`config.mk`:
```
export PLATFORM = sky130hd
export DESIGN_NAME = base64_encoder
export DESIGN_NICKNAME = d
export VERILOG_FILES = /design/src/rtl/b64enc_pkg.sv /design/src/rtl/b64enc_front.sv /design/src/rtl/b64enc_queue.sv /design/src/rtl/b64enc_back.sv /design/src/rtl/base64_encoder.sv
export SDC_FILE = /design/constraint.sdc
export NUM_CORES = 1
export LEC_CHECK = 0
export ABC_AREA = 1
export CAP_MARGIN = 5
export CORE_AREA = 2 2 119 121
export DETAILED_ROUTE_END_ITERATION = 6
export DIE_AREA = 0 0 121 123
export DONT_BUFFER_PORTS = 1
export PLACE_DENSITY = 0.57
export SLEW_MARGIN = 10
export SYNTH_ARGS = -nofsm -noshare
export SYNTH_HDL_FRONTEND = slang
export SYNTH_SLANG_ARGS = --single-unit
```
`constraint.sdc`:
```
create_clock -name clk -period 3.1 [get_ports clk]
set_clock_uncertainty 0.15 [all_clocks]
set_input_delay 0.155 -clock clk [delete_from_list [all_inputs] [get_ports clk]]
set_output_delay 0.155 -clock clk [all_outputs]
set_load 0.05 [all_outputs]
```
`src/rtl/b64enc_pkg.sv`:
```
// b64enc_pkg: shared types, constants and the alphabet lookup of the base64 encoder
// no dependencies; used by every module under rtl
`default_nettype none

package b64enc_pkg;

	localparam logic [6:0] PAD_CHAR = 7'd61;   // '='

	// one 3-byte group as handed from the front to the back
	typedef struct packed {
		logic [23:0] word;       // first byte in the top bits, missing bytes zero
		logic [1:0]  nbytes;     // real bytes in the group, 1 to 3
		logic        is_final;   // group closed by the message's final byte
	} group_t;

	// standard alphabet: A-Z, a-z, 0-9, '+', '/'
	function automatic logic [6:0] b64_char(input logic [5:0] idx);
		logic [6:0] ch;
		if (idx < 6'd26) begin
			ch = 7'd65 + {1'b0, idx};
		end else if (idx < 6'd52) begin
			ch = 7'd97 + {1'b0, idx - 6'd26};
		end else if (idx < 6'd62) begin
			ch = 7'd48 + {1'b0, idx - 6'd52};
		end else if (idx == 6'd62) begin
			ch = 7'd43;
		end else begin
			ch = 7'd47;
		end
		return ch;
	endfunction

endpackage

`default_nettype wire

```
`src/rtl/b64enc_front.sv`:
```
// b64enc_front: accepts bytes and collects them into 3-byte groups
// depends on b64enc_pkg (group_t)
`default_nettype none

module b64enc_front (
	input  wire logic               clk,
	input  wire logic               arst_n,
	input  wire logic               in_valid,
	output logic                    in_ready,
	input  wire logic [7:0]         data_byte,
	input  wire logic               final_byte,
	output logic                    push,
	output b64enc_pkg::group_t      push_group,
	input  wire logic               push_ready
);

	logic [1:0] fill_q;
	logic [7:0] first_q;
	logic [7:0] second_q;
	logic [1:0] held;
	logic       closes;
	logic       accept;

	// fill count three cannot occur; it reads as an empty group
	assign held     = (fill_q == 2'd3) ? 2'd0 : fill_q;
	assign closes   = final_byte || (held == 2'd2);
	assign in_ready = push_ready;
	assign accept   = in_valid && in_ready;
	assign push     = accept && closes;

	always_comb begin
		push_group.is_final = final_byte;
		case (held)
			2'd2: begin
				push_group.word   = {first_q, second_q, data_byte};
				push_group.nbytes = 2'd3;
			end
			2'd1: begin
				push_group.word   = {first_q, data_byte, 8'd0};
				push_group.nbytes = 2'd2;
			end
			default: begin
				push_group.word   = {data_byte, 16'd0};
				push_group.nbytes = 2'd1;
			end
		endcase
	end

	always_ff @(posedge clk or negedge arst_n) begin
		if (!arst_n) begin
			fill_q <= 2'd0;
		end else if (accept) begin
			fill_q <= closes ? 2'd0 : held + 2'd1;
		end
	end

	always_ff @(posedge clk) begin
		if (accept && !closes && held == 2'd0) begin
			first_q <= data_byte;
		end
		if (accept && !closes && held == 2'd1) begin
			second_q <= data_byte;
		end
	end

	assert property (@(posedge clk) disable iff (!arst_n) fill_q != 2'd3)
		else $error("front fill count reached three");

	assert property (@(posedge clk) disable iff (!arst_n)
		(accept && !closes) |=> (fill_q != 2'd0))
		else $error("held byte lost from open group");

endmodule

`default_nettype wire

```
`src/rtl/b64enc_queue.sv`:
```
// b64enc_queue: short group queue between the front and the back
// depends on b64enc_pkg (group_t)
`default_nettype none

module b64enc_queue #(
	parameter int DEPTH = 2
) (
	input  wire logic               clk,
	input  wire logic               arst_n,
	input  wire logic               push,
	input  wire b64enc_pkg::group_t push_group,
	output logic                    push_ready,
	input  wire logic               pop,
	output b64enc_pkg::group_t      pop_group,
	output logic                    pop_valid
);

	localparam int PTR_W = (DEPTH > 1) ? $clog2(DEPTH) : 1;
	localparam int CNT_W = $clog2(DEPTH + 1);

	b64enc_pkg::group_t slots_q [DEPTH];
	logic [PTR_W-1:0]   wr_ptr_q;
	logic [PTR_W-1:0]   rd_ptr_q;
	logic [CNT_W-1:0]   count_q;

	assign push_ready = (count_q != CNT_W'(DEPTH));
	assign pop_valid  = (count_q != '0);
	assign pop_group  = slots_q[rd_ptr_q];

	always_ff @(posedge clk or negedge arst_n) begin
		if (!arst_n) begin
			wr_ptr_q <= '0;
			rd_ptr_q <= '0;
			count_q  <= '0;
		end else begin
			if (push) begin
				wr_ptr_q <= (wr_ptr_q == PTR_W'(DEPTH - 1)) ? '0 : wr_ptr_q + 1'b1;
			end
			if (pop) begin
				rd_ptr_q <= (rd_ptr_q == PTR_W'(DEPTH - 1)) ? '0 : rd_ptr_q + 1'b1;
			end
			if (push && !pop) begin
				count_q <= count_q + 1'b1;
			end else if (pop && !push) begin
				count_q <= count_q - 1'b1;
			end
		end
	end

	always_ff @(posedge clk) begin
		if (push) begin
			slots_q[wr_ptr_q] <= push_group;
		end
	end

	assert property (@(posedge clk) disable iff (!arst_n) push |-> push_ready)
		else $error("push into full group queue");

	assert property (@(posedge clk) disable iff (!arst_n) pop |-> pop_valid)
		else $error("pop from empty group queue");

endmodule

`default_nettype wire

```
`src/rtl/b64enc_back.sv`:
```
// b64enc_back: turns queued groups into four characters, one per cycle while the output is not stalled
// depends on b64enc_pkg (group_t, b64_char, PAD_CHAR)
`default_nettype none

module b64enc_back (
	input  wire logic               clk,
	input  wire logic               arst_n,
	input  wire b64enc_pkg::group_t pop_group,
	input  wire logic               pop_valid,
	output logic                    pop,
	output logic [6:0]              char_code,
	output logic                    last_char,
	output logic                    out_valid,
	input  wire logic               out_ready
);

	b64enc_pkg::group_t grp_q;
	logic               busy_q;
	logic [1:0]         k_q;
	logic [6:0]         char_q;
	logic               last_q;
	logic               valid_q;
	logic               slot_free;
	logic               advance;
	logic [5:0]         idx;
	logic [6:0]         next_char;

	assign slot_free = !valid_q || out_ready;
	assign advance   = busy_q && slot_free;
	assign pop       = pop_valid && (!busy_q || (advance && k_q == 2'd3));

	always_comb begin
		case (k_q)
			2'd0:    idx = grp_q.word[23:18];
			2'd1:    idx = grp_q.word[17:12];
			2'd2:    idx = grp_q.word[11:6];
			default: idx = grp_q.word[5:0];
		endcase
		next_char = (k_q > grp_q.nbytes) ? b64enc_pkg::PAD_CHAR : b64enc_pkg::b64_char(idx);
	end

	always_ff @(posedge clk or negedge arst_n) begin
		if (!arst_n) begin
			busy_q  <= 1'b0;
			k_q     <= 2'd0;
			valid_q <= 1'b0;
		end else begin
			if (pop) begin
				busy_q <= 1'b1;
				k_q    <= 2'd0;
			end else if (advance) begin
				busy_q <= (k_q != 2'd3);
				k_q    <= k_q + 2'd1;
			end
			if (advance) begin
				valid_q <= 1'b1;
			end else if (out_ready) begin
				valid_q <= 1'b0;
			end
		end
	end

	always_ff @(posedge clk) begin
		if (pop) begin
			grp_q <= pop_group;
		end
		if (advance) begin
			char_q <= next_char;
			last_q <= grp_q.is_final && (k_q == 2'd3);
		end
	end

	assign char_code = char_q;
	assign last_char = last_q;
	assign out_valid = valid_q;

	assert property (@(posedge clk) disable iff (!arst_n)
		(!busy_q) |-> (k_q == 2'd0))
		else $error("character index left nonzero when idle");

	assert property (@(posedge clk) disable iff (!arst_n)
		(advance && k_q == 2'd0) |=> (char_q != b64enc_pkg::PAD_CHAR))
		else $error("pad emitted as first character of a group");

endmodule

`default_nettype wire

```
`src/rtl/base64_encoder.sv`:
```
// base64_encoder: top level of the streaming base64 encoder
// depends on b64enc_pkg, b64enc_front, b64enc_queue, b64enc_back
`default_nettype none

// Streaming base64 encoder, standard alphabet with '=' padding. Raw bytes come
// in one per request on data_byte, with final_byte high on the last byte of a
// message. Every third byte, or the final byte, closes a group of up to three
// bytes; the group turns into four ASCII characters on char_code, one per
// request, and last_char marks the fourth character of the group that the
// final byte closed. A one-byte tail gives two '=' pads, a two-byte tail one.
// Bytes that only fill a group give no output. The output side sends one
// character per cycle while out_ready is high, so the character serializer in
// the back end sets the rate of a steady stream. A group queue of QUEUE_DEPTH
// entries sits between the byte collector and the serializer, and a character
// register sits on the output, so input keeps flowing while output is stalled
// until the queue fills.
module base64_encoder #(
	parameter int QUEUE_DEPTH = 2
) (
	input  wire logic       clk,
	input  wire logic       arst_n,
	input  wire logic       in_valid,
	output logic            in_ready,
	input  wire logic [7:0] data_byte,
	input  wire logic       final_byte,
	output logic            out_valid,
	input  wire logic       out_ready,
	output logic [6:0]      char_code,
	output logic            last_char
);

	// front to queue
	logic               push;
	logic               push_ready;
	b64enc_pkg::group_t push_group;

	// queue to back
	logic               pop;
	logic               pop_valid;
	b64enc_pkg::group_t pop_group;

	// byte collector: closes a group on the third or final byte
	b64enc_front u_front (
		.clk        (clk),
		.arst_n     (arst_n),
		.in_valid   (in_valid),
		.in_ready   (in_ready),
		.data_byte  (data_byte),
		.final_byte (final_byte),
		.push       (push),
		.push_group (push_group),
		.push_ready (push_ready)
	);

	// decouples the collector from the serializer
	b64enc_queue #(
		.DEPTH (QUEUE_DEPTH)
	) u_queue (
		.clk        (clk),
		.arst_n     (arst_n),
		.push       (push),
		.push_group (push_group),
		.push_ready (push_ready),
		.pop        (pop),
		.pop_group  (pop_group),
		.pop_valid  (pop_valid)
	);

	// serializer: four characters per group, pads for missing bytes
	b64enc_back u_back (
		.clk       (clk),
		.arst_n    (arst_n),
		.pop_group (pop_group),
		.pop_valid (pop_valid),
		.pop       (pop),
		.char_code (char_code),
		.last_char (last_char),
		.out_valid (out_valid),
		.out_ready (out_ready)
	);

endmodule

`default_nettype wire
```
==> impl_metrics.toml, run 1 <==
[route]
drc = 0
avgRoutedWirePerCell_um = 13.43
vias = 3166
drt_iter0_drc = 167
drt-pass1-iter-count = 4
wl_um = 9373
ant_nets = 0
via_per_inst = 4.536

[floorplan]
io_pins = 23
die_h_um = 123
fp.dieW_um = 121
start_util_pct = 38.45
dieArea_mm2 = 0.01488
row_count = 43
core_mm2 = 0.01361

[synthesis]
seq_area_frac_synth_pct = 65.03
syn_inst = 479
synth_nets = 510
synthArstFlopShare_pct = 8.696
synth_cell_types = 33
synth-seq-cells = 115
avgSynthCellArea_um2 = 10.93
yosysWarnings = 0
synth_edf_count = 105
synth_flop_cell = "edfxtp_1"
syn_area_mm2 = 0.005234

[layout]
seq_area_mm2 = 0.003403
drive_gt1_share_pct = 13.90
antenna_cells = 0
syn_to_final_growth_pct = 18.62
fin_area_mm2 = 0.006208
multiInputGateArea_mm2 = 0.001609
fillers = 1243
final_cell_mix = "nand2_1 (183), edfxtp_1 (105), inv_1 (35), nor2_1 (21)"
fin_nets = 536
final_common_cell = "nand2_1"
fin_cells = 698

[worst_setup_path]
path_buf_inv = 1
slowest_stage = "dfrtp_1"
worstPathArrival_ns = 2.67
start_kind = "register"
cp_max_fo = 12
cp_cell_sequence = "ha_1 -> inv_2 -> nand2_4 -> o21bai_4 -> ha_1 -> nand3_1 -> nand2_1 -> nand2_1 -> nand2_1 -> nor2_1 -> nand2_1 -> nand3_1 -> nand2_1 -> nand2_1"
endpoint_kind = "register"
cp.required_ns = 3.11
cp_top_family = "simple AND/OR/NAND/NOR gates"
rrSetupSlack_ns = 0.44
crit_path_frequent_cell = "nand2_1"
critPathKind = "register to register"
crit_path_max_incr_delay_ns = 0.42

[cts]
clk_latency_ns = 0.41
cts.htree.levels = 4
post_cts_buffers = 0
cts_buffers = 17
clkSinkCount = 115
cts_tree = "built"
clkTransAtPathRegs_ns = 0.05
clock_path_buffers = 2
clock-root-buffer = "clkbuf_16"

[sta]
fin_crit_sh_pct = 85.86
rsz0062_at_grt = "no"
setup_viol = 0
tightest_slew_ns = 0.7957
fmaxAchievable_mhz = 375.7
maxSlewViolCount = 0
hold_viol_final = 0
setup-tns-final_ns = 0
relSlewSlack_pct = 46.63
fin_ws_ns = 0.4384
fin_crit_ns = 2.662

[placement]
hpwl_um = 6492
pre_cts_ws_ns = 0.4517
dpl_cell_area_mm2 = 0.005459
place.gp.congestion = 0.8281
port_buffers = 0
dp.cells = 654

[power]
peakVddDrop_mv = 0.4437
p_per_area_mw_per_mm2 = 1197
p_leak_nw = 2.597

[global_route]
grt_pass1_wl_um = 15770
grt_pass1_vias = 3151
overflow = 0
antenna_found_initial = 0
grt_usage_pct = 14.14
grt_max_degree = 30

[run]
maxCapViolCount = 0

[worst_hold_path]
hp-class = "input port to asynchronous set/reset pin"

[status]
outcome = "completed"
## sequential cells by signal, summed over array words and instances (netlist names), 2 cells and up
signal / flops
u_front.first_q: 8
u_front.second_q: 8
u_back.grp_q: 27
u_queue.count_q: 2
u_back.char_code: 7
u_queue.slots_q: 54
u_front.fill_q: 2
u_back.k_q: 2
## cells in the mapped netlist (2+ instances only)
master / n / share of area [%]
o21bai_4: 2 / 0.72
a21oi_1: 16 / 1.5
o21ai_0: 6 / 0.57
dfrtp_1: 10 / 4.8
nand2_4: 5 / 1.1
o21ai_1: 3 / 0.29
xor2_1: 8 / 1.3
nand2_2: 4 / 0.48
inv_2: 9 / 0.65
edfxtp_1: 105 / 60
o22ai_1: 2 / 0.24
inv_1: 35 / 2.5
o22ai_4: 2 / 0.77
clkbuf_1: 11 / 0.79
nor2_4: 3 / 0.65
nor2_1: 23 / 1.6
nand2_1: 183 / 13
nand3_2: 2 / 0.38
ha_1: 18 / 4.3
nor2_2: 2 / 0.24
nand3_1: 18 / 1.7
## area by class of cell
type	count	share of cell area [%]
repair buffers	19	2.781
clock inverters	10	2.499
well taps	180	3.628
multi-input cells	307	25.92
flip-flops and latches	115	54.82
inverters	45	2.721
clock buffers	22	7.638
## metal layers
metal	GRT usage, %	up-vias	routed length (um)
met5	0	-	0
met4	7.776	0	246
met3	4.382	19	299
met2	23.28	59	4583
met1	16.53	1450	4244
li1	-	1638	-
## kinds of logic (layout without fill, tap and decap cells)
family | count (synthesis) | count (layout) | synth area share, %
adders and majority gates | 18 | 18 | 4.303
xor gates and xnor gates | 9 | 9 | 1.506
AOI/OAI and AO/OA | 36 | 36 | 4.901
DFF | 115 | 115 | 65.03
buffers and inverters | 57 | 96 | 4.399
and+or+nand+nor | 244 | 244 | 19.87
## final timing paths
kind / cells after the start / start / to
worst max register to register: 14 / u_back.k_q[0]$_DFFE_PN0P_ / u_back.char_code[5]$_SDFFCE_PN1P_
worst max-delay path: 14 / u_back.k_q[0]$_DFFE_PN0P_ / u_back.char_code[5]$_SDFFCE_PN1P_
worst min register to register: 1 / u_queue.count_q[0]$_DFFE_PN0P_ / u_queue.count_q[0]$_DFFE_PN0P_
max in group asynchronous: 1 / arst_n / u_front.fill_q[0]$_DFFE_PN0P_
min in group clk: 1 / u_queue.count_q[0]$_DFFE_PN0P_ / u_queue.count_q[0]$_DFFE_PN0P_
worst min-delay path: 1 / arst_n / u_back.out_valid$_DFFE_PN0P_
## report_power, final
group          switching (mW)  leakage (nW)  internal (mW)
Combinational            1.89          1.20          0.906
Sequential              0.305          1.09           2.29
Clock                   0.643         0.306           1.40
## stage by stage
step                      power [mW]  util [%]  hold slack (ns)
after floorplan                4.766         -          -0.2906
after global placement         5.339     40.10          -0.2903
after detailed placement       5.402     40.10          -0.2904
after CTS                      7.500     45.61          0.02226
after global routing           7.984     45.61          0.04357
final                          7.432     45.61          0.01195
## timing repair
| action | CTS | global route |
|---|---|---|
| gates resized for setup | 0 | 0 |
| endpoints found under the hold margin | 81 | 0 |
| hold buffers | 12 | 0 |
(Power assumes the default switching activity.)
==> run 2: changes to the inputs <==
--- a/config.mk
+++ b/config.mk
@@ -7,11 +7,11 @@
 export LEC_CHECK = 0
 export ABC_AREA = 1
 export CAP_MARGIN = 5
-export CORE_AREA = 2 2 119 121
+export CORE_AREA = 2 2 101 143
 export DETAILED_ROUTE_END_ITERATION = 6
-export DIE_AREA = 0 0 121 123
+export DIE_AREA = 0 0 103 145
 export DONT_BUFFER_PORTS = 1
-export PLACE_DENSITY = 0.57
+export PLACE_DENSITY = 0.56
 export SLEW_MARGIN = 10
 export SYNTH_ARGS = -nofsm -noshare
 export SYNTH_HDL_FRONTEND = slang
==> impl_metrics.toml, run 2 (synthesis results as in run 1) <==
[worst_setup_path]
cp_cell_sequence = "inv_1 -> ha_1 -> nand2_1 -> nand2_1 -> o21bai_4 -> ha_1 -> nand3_1 -> nand2_1 -> nand2_1 -> nand2_1 -> nor2_1 -> nand2_1 -> nand3_1 -> nand2_1 -> nand2_1"
start_kind = "register"
slowest_stage = "dfrtp_1"
cp_max_fo = 9
endpoint_kind = "register"
worstPathArrival_ns = 2.61
r2r-start = "u_back.k_q[0]$_DFFE_PN0P_"
path_buf_inv = 1
cp-startpoint = "u_back.k_q[0]$_DFFE_PN0P_"
cp_top_family = "simple AND/OR/NAND/NOR gates"
crit_path_max_incr_delay_ns = 0.40
crit_path_frequent_cell = "nand2_1"
cp.required_ns = 3.10
critPathKind = "register to register"

[sta]
relSlewSlack_pct = 48.44
setup_viol = 0
fin_ws_ns = 0.4850
fmaxAchievable_mhz = 382.4
fin_crit_ns = 2.615
fin_crit_sh_pct = 84.36
tightest_slew_ns = 0.7687
setup-tns-final_ns = 0
hold_viol_final = 0
maxSlewViolCount = 0
rsz0062_at_grt = "no"

[floorplan]
start_util_pct = 38.33
fp.dieW_um = 103
die_h_um = 145
row_count = 51
io_pins = 23
core_mm2 = 0.01366
dieArea_mm2 = 0.01494

[route]
drt_iter0_drc = 78
drt-pass1-iter-count = 6
ant_nets = 0
via_per_inst = 4.494
avgRoutedWirePerCell_um = 13.04
wl_um = 9165
vias = 3159
drc = 0

[placement]
hpwl_um = 6658
pre_cts_ws_ns = 0.4830
port_buffers = 0
place.gp.congestion = 0.8589

[cts]
clkSinkCount = 115
cts_buffers = 17
clock_path_buffers = 2
clkTransAtPathRegs_ns = 0.05
cts.htree.levels = 4
cts_tree = "built"
post_cts_buffers = 0
clock-root-buffer = "clkbuf_16"
clk_latency_ns = 0.40

[layout]
largest_reg_flops = 54
antenna_cells = 0
drive_gt1_share_pct = 13.51
top_regs = "u_queue.slots_q: 54 flops, u_back.grp_q: 27 flops"
syn_to_final_growth_pct = 18.91
final_common_cell = "nand2_1"
fillers = 1295
largest_register = "u_queue.slots_q"
fin_nets = 536
final_cell_mix = "nand2_1 (183), edfxtp_1 (105), inv_1 (35), nor2_1 (21)"

[status]
outcome = "completed"

[global_route]
grt_pass1_wl_um = 15390
grt_max_degree = 30
grt_pass1_vias = 3219
overflow = 0
grt_usage_pct = 13.72
antenna_found_initial = 0

[power]
peakVddDrop_mv = 0.4551
p_leak_nw = 2.589
p_per_area_mw_per_mm2 = 1194

[run]
maxCapViolCount = 0

[worst_hold_path]
hp-class = "input port to asynchronous set/reset pin"
[run 2: where the power goes]
group / switching, mW / internal [mW] / leakage [nW]
clock: 0.656 / 1.42 / 0.296
combinational: 1.88 / 0.890 / 1.20
sequential: 0.304 / 2.29 / 1.09
[run 2: layout make-up]
cell class | instances | area, um2 | area share [%]
Clock buffer | 17 | 425.4 | 6.836
Timing Repair Buffer | 19 | 172.7 | 2.774
Clock inverter | 15 | 212.7 | 3.418
Inverter | 45 | 168.9 | 2.714
Multi-Input combinational cell | 307 | 1609 | 25.85
Tap cell | 185 | 231.5 | 3.719
Sequential cell | 115 | 3403 | 54.68
[run 2: final timing paths]
path                       cells past startpoint  slack [ns]                           endpoint
setup / recovery                              15        0.48  u_back.char_code[5]$_SDFFCE_PN1P_
hold / removal                                 1       0.005      u_front.fill_q[0]$_DFFE_PN0P_
setup reg to reg                              15        0.48  u_back.char_code[5]$_SDFFCE_PN1P_
hold reg to reg                                1        0.32     u_queue.count_q[0]$_DFFE_PN0P_
max in group asynchronous                      1        2.46          u_back.k_q[1]$_DFFE_PN0P_
min in group clk                               1        0.30    u_queue.slots_q[1][0]$_DFFE_PP_
[run 2: worst reg2reg max path, delay by kind of cell (launching register included)]
| family | cells | cell delay (ns) |
|---|---|---|
| flip-flops | 1 | 0.40 |
| AND/OR/NAND/NOR | 11 | 0.89 |
| buffers and inverters | 1 | 0.12 |
| AO/OA/AOI/OAI | 1 | 0.29 |
| adder cells (fa/ha/maj) | 2 | 0.50 |
[run 2: layer usage]
metal | GRT usage [%] | routed length [um] | up-vias
met5 | 0 | 0 | -
met4 | 7.434 | 268 | 0
met3 | 3.565 | 221 | 20
met2 | 24.35 | 5116 | 54
met1 | 14.24 | 3559 | 1450
li1 | - | - | 1635
[run 2: through the flow]
step | hold slack (ns) | instance area (um2) | std cells | power, mW | util [%]
6_report | 0.005474 | 6223 | 703 | 7.433 | 45.57
5_1_grt | 0.04417 | 6223 | 703 | 7.982 | 45.57
4_1_cts | 0.02165 | 6223 | 703 | 7.501 | 45.57
3_5_place_dp | -0.2904 | 5465 | 659 | 5.383 | 40.02
3_3_place_gp | -0.2904 | 5465 | 659 | 5.340 | 40.02
2_1_floorplan | -0.2906 | 5238 | 479 | 4.766 | -
[run 2: what timing repair did]
action / CTS / global route
resized for setup: 0 / 0
hold buffers: 12 / 0
hold endpoints to repair: 81 / 0
==> run 3: changes to the inputs <==
--- a/config.mk
+++ b/config.mk
@@ -5,13 +5,13 @@
 export SDC_FILE = /design/constraint.sdc
 export NUM_CORES = 1
 export LEC_CHECK = 0
-export ABC_AREA = 1
+export ABC_AREA = 0
 export CAP_MARGIN = 5
-export CORE_AREA = 2 2 101 143
+export CORE_AREA = 2 2 100 141
 export DETAILED_ROUTE_END_ITERATION = 6
-export DIE_AREA = 0 0 103 145
+export DIE_AREA = 0 0 102 143
 export DONT_BUFFER_PORTS = 1
-export PLACE_DENSITY = 0.56
+export PLACE_DENSITY = 0.54
 export SLEW_MARGIN = 10
 export SYNTH_ARGS = -nofsm -noshare
 export SYNTH_HDL_FRONTEND = slang
==> constraint.sdc (replaced) <==
create_clock -name clk -period 2.7 [get_ports clk]
set_clock_uncertainty 0.15 [all_clocks]
set_input_delay 0.135 -clock clk [delete_from_list [all_inputs] [get_ports clk]]
set_output_delay 0.135 -clock clk [all_outputs]
set_load 0.05 [all_outputs]
==> impl_metrics.toml, run 3 <==
[status]
outcome = "complete, but fails checks"
violations = "setup timing"

[worst_setup_path]
start_kind = "register"
rrSetupSlack_ns = -0.32
cp_max_fo = 4
worstPathArrival_ns = 3.02
cp.required_ns = 2.70
endpoint_kind = "register"
r2r_end = "u_back.char_code[5]$_SDFFCE_PN1P_"
r2r-start = "u_back.k_q[1]$_DFFE_PN0P_"
critPathKind = "register to register"
reg2reg_depth = 11

[synthesis]
synth-seq-cells = 115
synth_cell_types = 50
synth_nets = 384
synthArstFlopShare_pct = 8.696
avgSynthCellArea_um2 = 14.39
yosysWarnings = 0
syn_area_mm2 = 0.005079
yosysMostFrequentCell = "edfxtp_1"
syn_inst = 353
synthTopCellsByCount = "edfxtp_1 (105), nand2_1 (31), mux2_2 (28)"
synth_edf_count = 105
synth_largest_area_cell = "edfxtp_1"
synth.area.top_cells = "edfxtp_1 (62%), mux2_2 (6.2%), dfrtp_1 (4.9%)"
seq_area_frac_synth_pct = 67.01
netlist.area_leader.share_pct = 62.08
synth_flop_cell = "edfxtp_1"

[layout]
final_common_cell = "edfxtp_1"
drive_gt1_share_pct = 35.14
fin_area_mm2 = 0.006680
largest_register = "u_queue.slots_q"
fin_util_pct = 50.37
largest_reg_flops = 54
syn_to_final_growth_pct = 31.53
top_regs = "u_queue.slots_q: 54 flops, u_back.grp_q: 27 flops"
fin_nets = 462
antenna_cells = 0
final_cell_mix = "edfxtp_1 (105), buf_4 (47), nand2_1 (31), mux2_2 (27), nor2_1 (18)"

[placement]
place.gp.congestion = 0.8730
dpl_cell_area_mm2 = 0.005615
hpwl_um = 6431
port_buffers = 0

[cts]
clk_latency_ns = 0.41
clock_path_buffers = 2
clkTransAtPathRegs_ns = 0.05
clock-root-buffer = "clkbuf_16"
cts_buffers = 17
clkSinkCount = 115
cts.htree.levels = 4
cts_tree = "built"

[route]
wl_um = 9564
ant_nets = 0
drc = 0
drt_iter0_drc = 126
vias = 2990
via_per_inst = 4.776
avgRoutedWirePerCell_um = 15.28
drt-pass1-iter-count = 6

[worst_hold_path]
worstHoldEndpoint = "u_queue.wr_ptr_q$_DFFE_PN0P_"
hold_depth = 3
hp-class = "input port to register"
hold_start = "final_byte"

[floorplan]
core_mm2 = 0.01326
die_h_um = 143
dieArea_mm2 = 0.01459
start_util_pct = 38.29
io_pins = 23
fp.dieW_um = 102
row_count = 50

[power]
p_leak_nw = 2.424
power_mw = 9.690
p_per_area_mw_per_mm2 = 1450
peakVddDrop_mv = 0.5742

[sta]
relSlewSlack_pct = 66.15
fin_crit_ns = 3.022
fmaxAchievable_mhz = 330.9
fin_ws_ns = -0.3217
fin_crit_sh_pct = 111.9
tightest_slew_ns = 0.5061
setup_viol = 6
rsz0062_at_grt = "yes"
maxSlewViolCount = 0
hold_viol_final = 0

[global_route]
grt_max_degree = 31
grt_usage_pct = 14.59
grt_pass1_wl_um = 15770
overflow = 0
grt_pass1_vias = 3113
antenna_found_initial = 0

[run]
maxCapViolCount = 0
[run 3: changes by cell type in the layout (fill, tap and decap cells not counted), sizes merged, moves of 7 or more]
cell,delta
nand3,-16
inv,-23
mux2,+28
nand2,-161
buf,+50
a21oi,-7
xnor2,+8
a22oi,+9
nor2,-9
and2,+10
[run 3: metrics by stage]
stage / setup WS (ns) / setup TNS [ns] / cells / hold slack, ns
after floorplan: -0.4341 / -1.201 / 353 / -0.3106
after global placement: -0.2304 / -0.8214 / 564 / -0.3104
after detailed placement: -0.2816 / -1.232 / 564 / -0.3104
after CTS: -0.2601 / -0.8881 / 624 / 0.02457
after global routing: -0.4548 / -2.158 / 626 / 0.06280
final: -0.3217 / -1.158 / 626 / 0.04210
[run 3: worst max-delay path, stage by stage (launching register included)]
cell and delay, ns:
dfrtp_1 0.40, inv_2 0.08, ha_4 0.18, a222oi_1 0.42
a21o_1 0.26, ha_4 0.14, inv_1 0.04, a211oi_1 0.23
or4b_1 0.46, and3_4 0.18, nor3_4 0.18, a221oi_2 0.05
[run 3: worst max-delay path by stage]
stage / to / from / depth (start not counted) / slack [ns]
3_3_place_gp: u_back.char_code[5]$_SDFFCE_PN1P_ / u_back.k_q[0]$_DFFE_PN0P_ / 13 / -0.23
5_1_grt: u_back.char_code[5]$_SDFFCE_PN1P_ / u_back.k_q[0]$_DFFE_PN0P_ / 13 / -0.45
2_1_floorplan: u_back.char_code[5]$_SDFFCE_PN1P_ / u_back.k_q[0]$_DFFE_PN0P_ / 12 / -0.43
3_5_place_dp: u_back.char_code[5]$_SDFFCE_PN1P_ / u_back.k_q[0]$_DFFE_PN0P_ / 13 / -0.28
4_1_cts: u_back.char_code[5]$_SDFFCE_PN1P_ / u_back.k_q[0]$_DFFE_PN0P_ / 13 / -0.26
6_report: u_back.char_code[5]$_SDFFCE_PN1P_ / u_back.k_q[1]$_DFFE_PN0P_ / 11 / -0.32
[run 3: area by class of cell]
type | count | area (um2)
Sequential cell | 115 | 3405
Multi-Input combinational cell | 206 | 1750
Inverter | 20 | 77.57
Timing Repair Buffer | 71 | 605.6
Clock buffer | 18 | 429.2
Tap cell | 182 | 227.7
Fill cell | 1145 | 6583
Clock inverter | 14 | 185.2
[run 3: cells by family after synthesis]
group,share of synthesized area [%]
flip-flops,67.01
AND/OR/NAND/NOR,7.835
AO/OA/AOI/OAI,8.352
buffers and inverters,2.537
multiplexers,7.046
adder cells (fa/ha/maj),4.632
XOR/XNOR,2.587
[run 3: per-layer routing]
metal  part of all wire, %  track usage [%]
met1                    41            16.38
met2                    55            25.48
met3                   2.1            3.622
met4                   1.9            7.088
met5                     0                0
[run 3: repair_timing]
action / 4_1_cts / 5_1_grt
setup endpoints to repair: 7 / 7
resized for setup: 33 / 11
pin swaps: 12 / 8
setup buffers: 14 / 2
endpoints found under the hold margin: 88 / 0
hold buffers: 14 / 0
[run 3: where the power goes]
part	total (mW)	leakage (nW)	switching (mW)	internal [mW]
registers	2.98	1.09	0.363	2.62
logic	4.40	1.05	2.23	2.18
clock network	2.31	0.288	0.769	1.54
